$ cat config.mk
export PLATFORM = sky130hd
export DESIGN_NAME = shipsb_ctrl
export DESIGN_NICKNAME = d
export VERILOG_FILES = /design/src/rtl/shipsb_pkg.sv /design/src/rtl/shipsb_ctrl.sv
export SDC_FILE = /design/constraint.sdc
export NUM_CORES = 1
export LEC_CHECK = 0
export BUFFER_PORTS_ARGS = -buffer_cell sky130_fd_sc_hd__buf_2
export CORE_AREA = 2 2 39 41
export CTS_BUF_LIST = sky130_fd_sc_hd__clkbuf_4 sky130_fd_sc_hd__clkbuf_8
export CTS_CLUSTER_SIZE = 25
export DETAILED_ROUTE_END_ITERATION = 10
export DIE_AREA = 0 0 41 43
export SLEW_MARGIN = 10
export SYNTH_ARGS = -nofsm -noshare
export SYNTH_HDL_FRONTEND = slang
export SYNTH_SLANG_ARGS = --single-unit
$ cat constraint.sdc
create_clock -name clk -period 2.1 [get_ports clk]
set_input_delay 0.42 -clock clk [delete_from_list [all_inputs] [get_ports clk]]
set_output_delay 0.42 -clock clk [all_outputs]
set_load 0.02 [all_outputs]
$ cat src/rtl/shipsb_pkg.sv
// shared types and fixed constants of the stream-bypass replacement block
package shipsb_pkg;

    // input item packing in s_tdata, lowest bit first
    localparam int unsigned SET_IN_W  = 11;
    localparam int unsigned WAY_IN_W  = 5;
    localparam int unsigned ADDR_W    = 48;
    localparam int unsigned PCSIG_W   = 6;
    localparam int unsigned S_DATA_W  = 72;
    localparam int unsigned M_DATA_W  = 8;

    localparam int unsigned SET_LO    = 0;
    localparam int unsigned WAY_LO    = SET_LO + SET_IN_W;
    localparam int unsigned ADDR_LO   = WAY_LO + WAY_IN_W;
    localparam int unsigned PCSIG_LO  = ADDR_LO + ADDR_W;
    localparam int unsigned HIT_POS   = PCSIG_LO + PCSIG_W;

    // fixed-point reciprocal shift used for the set modulo
    localparam int unsigned RECIP_SHIFT = 22;

    // stride distances and counter limits
    localparam logic [ADDR_W-1:0] STRIDE_ONE = 48'd64;
    localparam logic [ADDR_W-1:0] STRIDE_TWO = 48'd128;
    localparam logic [1:0]        CTR_MAX    = 2'd3;
    localparam logic [1:0]        CTR_MIN    = 2'd0;
    localparam logic [1:0]        RRPV_MAX   = 2'd3;
    localparam logic [1:0]        RRPV_NEAR  = 2'd2;
    localparam logic [1:0]        RRPV_HIT   = 2'd0;
    localparam logic [1:0]        REUSE_INIT = 2'd1;

    // function codes
    localparam logic FUNC_VICTIM = 1'b0;
    localparam logic FUNC_UPDATE = 1'b1;

    // configuration register indexes
    localparam logic CFG_STREAM_THR = 1'b0;
    localparam logic CFG_REUSE_THR  = 1'b1;

    // register reset values
    localparam logic [1:0] STREAM_THR_RST = 2'd3;
    localparam logic [1:0] REUSE_THR_RST  = 2'd2;

    // controller states
    typedef enum logic [3:0] {
        ST_CLEAR,
        ST_IDLE,
        ST_DIV,
        ST_SET,
        ST_EVAL,
        ST_HIT_INC,
        ST_MISS_INS,
        ST_MISS_PEN,
        ST_OUT
    } state_t;

    // commands from controller to datapath
    typedef struct packed {
        logic clr;
        logic accept;
        logic div;
        logic set_rd;
        logic eval;
        logic hit_inc;
        logic miss_ins;
        logic miss_pen;
        logic load_out;
    } cmd_t;

    // status from datapath to controller
    typedef struct packed {
        logic clr_done;
        logic end_early;
        logic hit;
        logic out_free;
    } sts_t;

endpackage

$ cat src/rtl/shipsb_ctrl.sv
// sequencing state machine of the stream-bypass replacement block
module shipsb_ctrl
    import shipsb_pkg::*;
(
    input  logic clk,
    input  logic rst_n,
    input  logic s_tvalid,
    output logic s_tready,
    input  sts_t sts,
    output cmd_t cmd
);

    state_t state_reg;
    state_t state_next;

    // state register
    always_ff @(posedge clk or negedge rst_n)
    begin
        if (!rst_n)
        begin
            state_reg <= ST_CLEAR;
        end
        else
        begin
            state_reg <= state_next;
        end
    end

    // next state and commands
    always_comb
    begin
        state_next = state_reg;
        cmd        = '0;
        s_tready   = 1'b0;
        case (state_reg)
            ST_CLEAR:
            begin
                cmd.clr = 1'b1;
                if (sts.clr_done)
                begin
                    state_next = ST_IDLE;
                end
            end
            ST_IDLE:
            begin
                s_tready = 1'b1;
                if (s_tvalid)
                begin
                    cmd.accept = 1'b1;
                    state_next = ST_DIV;
                end
            end
            ST_DIV:
            begin
                cmd.div    = 1'b1;
                state_next = ST_SET;
            end
            ST_SET:
            begin
                cmd.set_rd = 1'b1;
                state_next = ST_EVAL;
            end
            ST_EVAL:
            begin
                cmd.eval = 1'b1;
                if (sts.end_early)
                begin
                    state_next = ST_OUT;
                end
                else if (sts.hit)
                begin
                    state_next = ST_HIT_INC;
                end
                else
                begin
                    state_next = ST_MISS_INS;
                end
            end
            ST_HIT_INC:
            begin
                cmd.hit_inc = 1'b1;
                state_next  = ST_OUT;
            end
            ST_MISS_INS:
            begin
                cmd.miss_ins = 1'b1;
                state_next   = ST_MISS_PEN;
            end
            ST_MISS_PEN:
            begin
                cmd.miss_pen = 1'b1;
                state_next   = ST_OUT;
            end
            ST_OUT:
            begin
                if (sts.out_free)
                begin
                    cmd.load_out = 1'b1;
                    state_next   = ST_IDLE;
                end
            end
            default:
            begin
                state_next = ST_CLEAR;
            end
        endcase
    end

endmodule

==> reports/metrics.csv <==
metric,value,unit
wl_met3,55,um
htreeDepth,1,
p_sw_share,49.1,%
vias,388,
clkPwrFrac,13.5,%
dieArea,1760,um2
skew,1.51,ps
synth_area,379,um2
io_buffer_count,16,
start_kind,register,
cts_resized,0,
grt_overflow_total,0,
grtUsageTotal,10.6,%
slew_headroom,72.3,%
whs,395,ps
vias_per_cell,5.04,
grt_pass1_wl,1.24,mm
dr.pass1.iters,1,
vdd_ir_drop_max,0.573,mV
mostFrequentLayoutCells,"buf_2, nor3_1, dfrtp_1",
pin_count,17,
status,"finished, final reports clean",
largest_reg_flops,4,
fmax,526,MHz
rows,14,
die_height,43,um
synth_nets,52,
combPwrFrac,53.8,%
min_path_cells,2,
grt_max_degree,18,
synth_edf_count,0,
crit_path_end_kind,output pin,
initial_utilization,27.4,%
syn2layout_area_growth,28.4,%
synth.avg_cell_area,8.42,um2
cap_violations,0,
dpl.hpwl,569,um
syn_inst,45,
nNetsFinal,70,
top_layer_used,met4,
finalCritPeriodShare,90.6,%
final_max_slew_viol_count,0,
seqPwrFrac,32.8,%
cts_buffers,3,
die_w,41,um
ys_types,29,
min_period,1900,ps
ant_nets,0,
core_area,1380,um2
clockBufferDepth,2,
placedCellCount,73,
critPathKind,reg -> out,
ys_ff_latch,4,
async_flop_share,100,%
synthFlopType,dfrtp_1,
switchingPower,0.343,mW
worst_pin_slew,406,ps
clock_latency,230,ps
wl,811,um
root_buffer,clkbuf_4,
tritoncts,yes,
diodes,0,
critPathMaxFanout,17,
hp-class,in -> reg,
power.internal,0.356,mW
crit_arrival,1480,ps
grt_pass1_vias,302,
cts_sinks,4,
ys_warn_count,0,
required,1680,ps
powerDensity,1430,nW/um2
fin_cells,77,
antenna_found_initial,0,
drcViolationCount,0,
hold_viol,0,
post_drt_wl_per_cell,10.5,um
layout-drive-gt1-share,39.3,%
fin_setup_tns,0,ps
place.gp.congestion,0.718,
p_leak,0.227,nW
dr.first_iter.drc_count,0,
setup_viol,0,
ys_seq_area_share,26.4,%
final_common_cell,buf_2,
fillers,151,
path_clk_slew,40,ps
wl_met1,382,um
rsz0062_at_grt,no,
wl_met2,357,um
reg2reg_depth,3,
[stage by stage]
step                      power (mW)  worst slack [ps]  utilization [%]  cell area, um2
after floorplan                0.528               207                -             379
after global placement         0.606               457             32.8             454
after detailed placement       0.606               446             32.8             454
after CTS                      0.707               190             35.2             487
after global routing           0.763              39.7             35.2             487
final                          0.698               197             35.2             487
[timing repair]
| action | 4_1_cts | 5_1_grt |
|---|---|---|
| setup buffers | 0 | 0 |
| hold endpoints to repair | 4 | 0 |
| hold buffers | 1 | 0 |
[power groups by stage]
stage                     clock [mW]  sequential [mW]  combinational [mW]
after CTS                      0.100            0.227               0.380
after floorplan                    0            0.145               0.383
after detailed placement           0            0.228               0.378
final                         0.0940            0.229               0.376
after global placement             0            0.228               0.378
after global routing           0.104            0.241               0.418
[worst max-delay path, stage by stage, from the launching register on]
cell	delay, ps
dfrtp_1	600
nor4b_2	330
and2_1	160
buf_2	150
[final cells by class]
type                    instances  area, um2  area share [%]
multi-input cells              36        250            51.4
flip-flops and latches          4        100            20.6
repair buffers                 17       90.1            18.5
clock buffers                   3       22.5            4.63
well taps                      16       20.0            4.11
inverters                       1       3.75           0.771
[synth_stat cells, drive strengths merged (2+ instances only)]
| library cell | number | area share, % |
|---|---|---|
| buf | 3 | 5.6 |
| dfrtp | 4 | 26 |
| nand2b | 3 | 5.0 |
| nor4b | 3 | 8.6 |
| nor3 | 5 | 6.6 |
| nor3b | 2 | 4.0 |
| nand2 | 2 | 2.0 |
| nor2 | 3 | 3.0 |
| a21oi | 3 | 5.0 |
[per-layer routing]
layer	vias up	track usage, %
met1	172	12.4
met3	2	1.57
met5	-	0
met4	0	10.0
li1	200	-
met2	14	15.3
[final timing paths]
check / start / endpoint / slack (ps)
max in group asynchronous: rst_n / state_reg[0] / 1470
worst max-delay path: state_reg[0] / cmd[7] / 200
min in group asynchronous: rst_n / state_reg[3] / 510
worst max register to register: state_reg[3] / state_reg[0] / 580
worst min-delay path: s_tvalid / state_reg[0] / 390
worst min register to register: state_reg[3] / state_reg[2] / 710
[kinds of logic after synthesis]
kind of cell / after synthesis / share of synthesized area [%]
xor gates and xnor gates: 1 / 2.31
DFF: 4 / 26.4
AOI/OAI and AO/OA: 8 / 17.8
buffers and inverters: 5 / 7.59
and+or+nand+nor: 27 / 45.9
(Power assumes the default switching activity.)
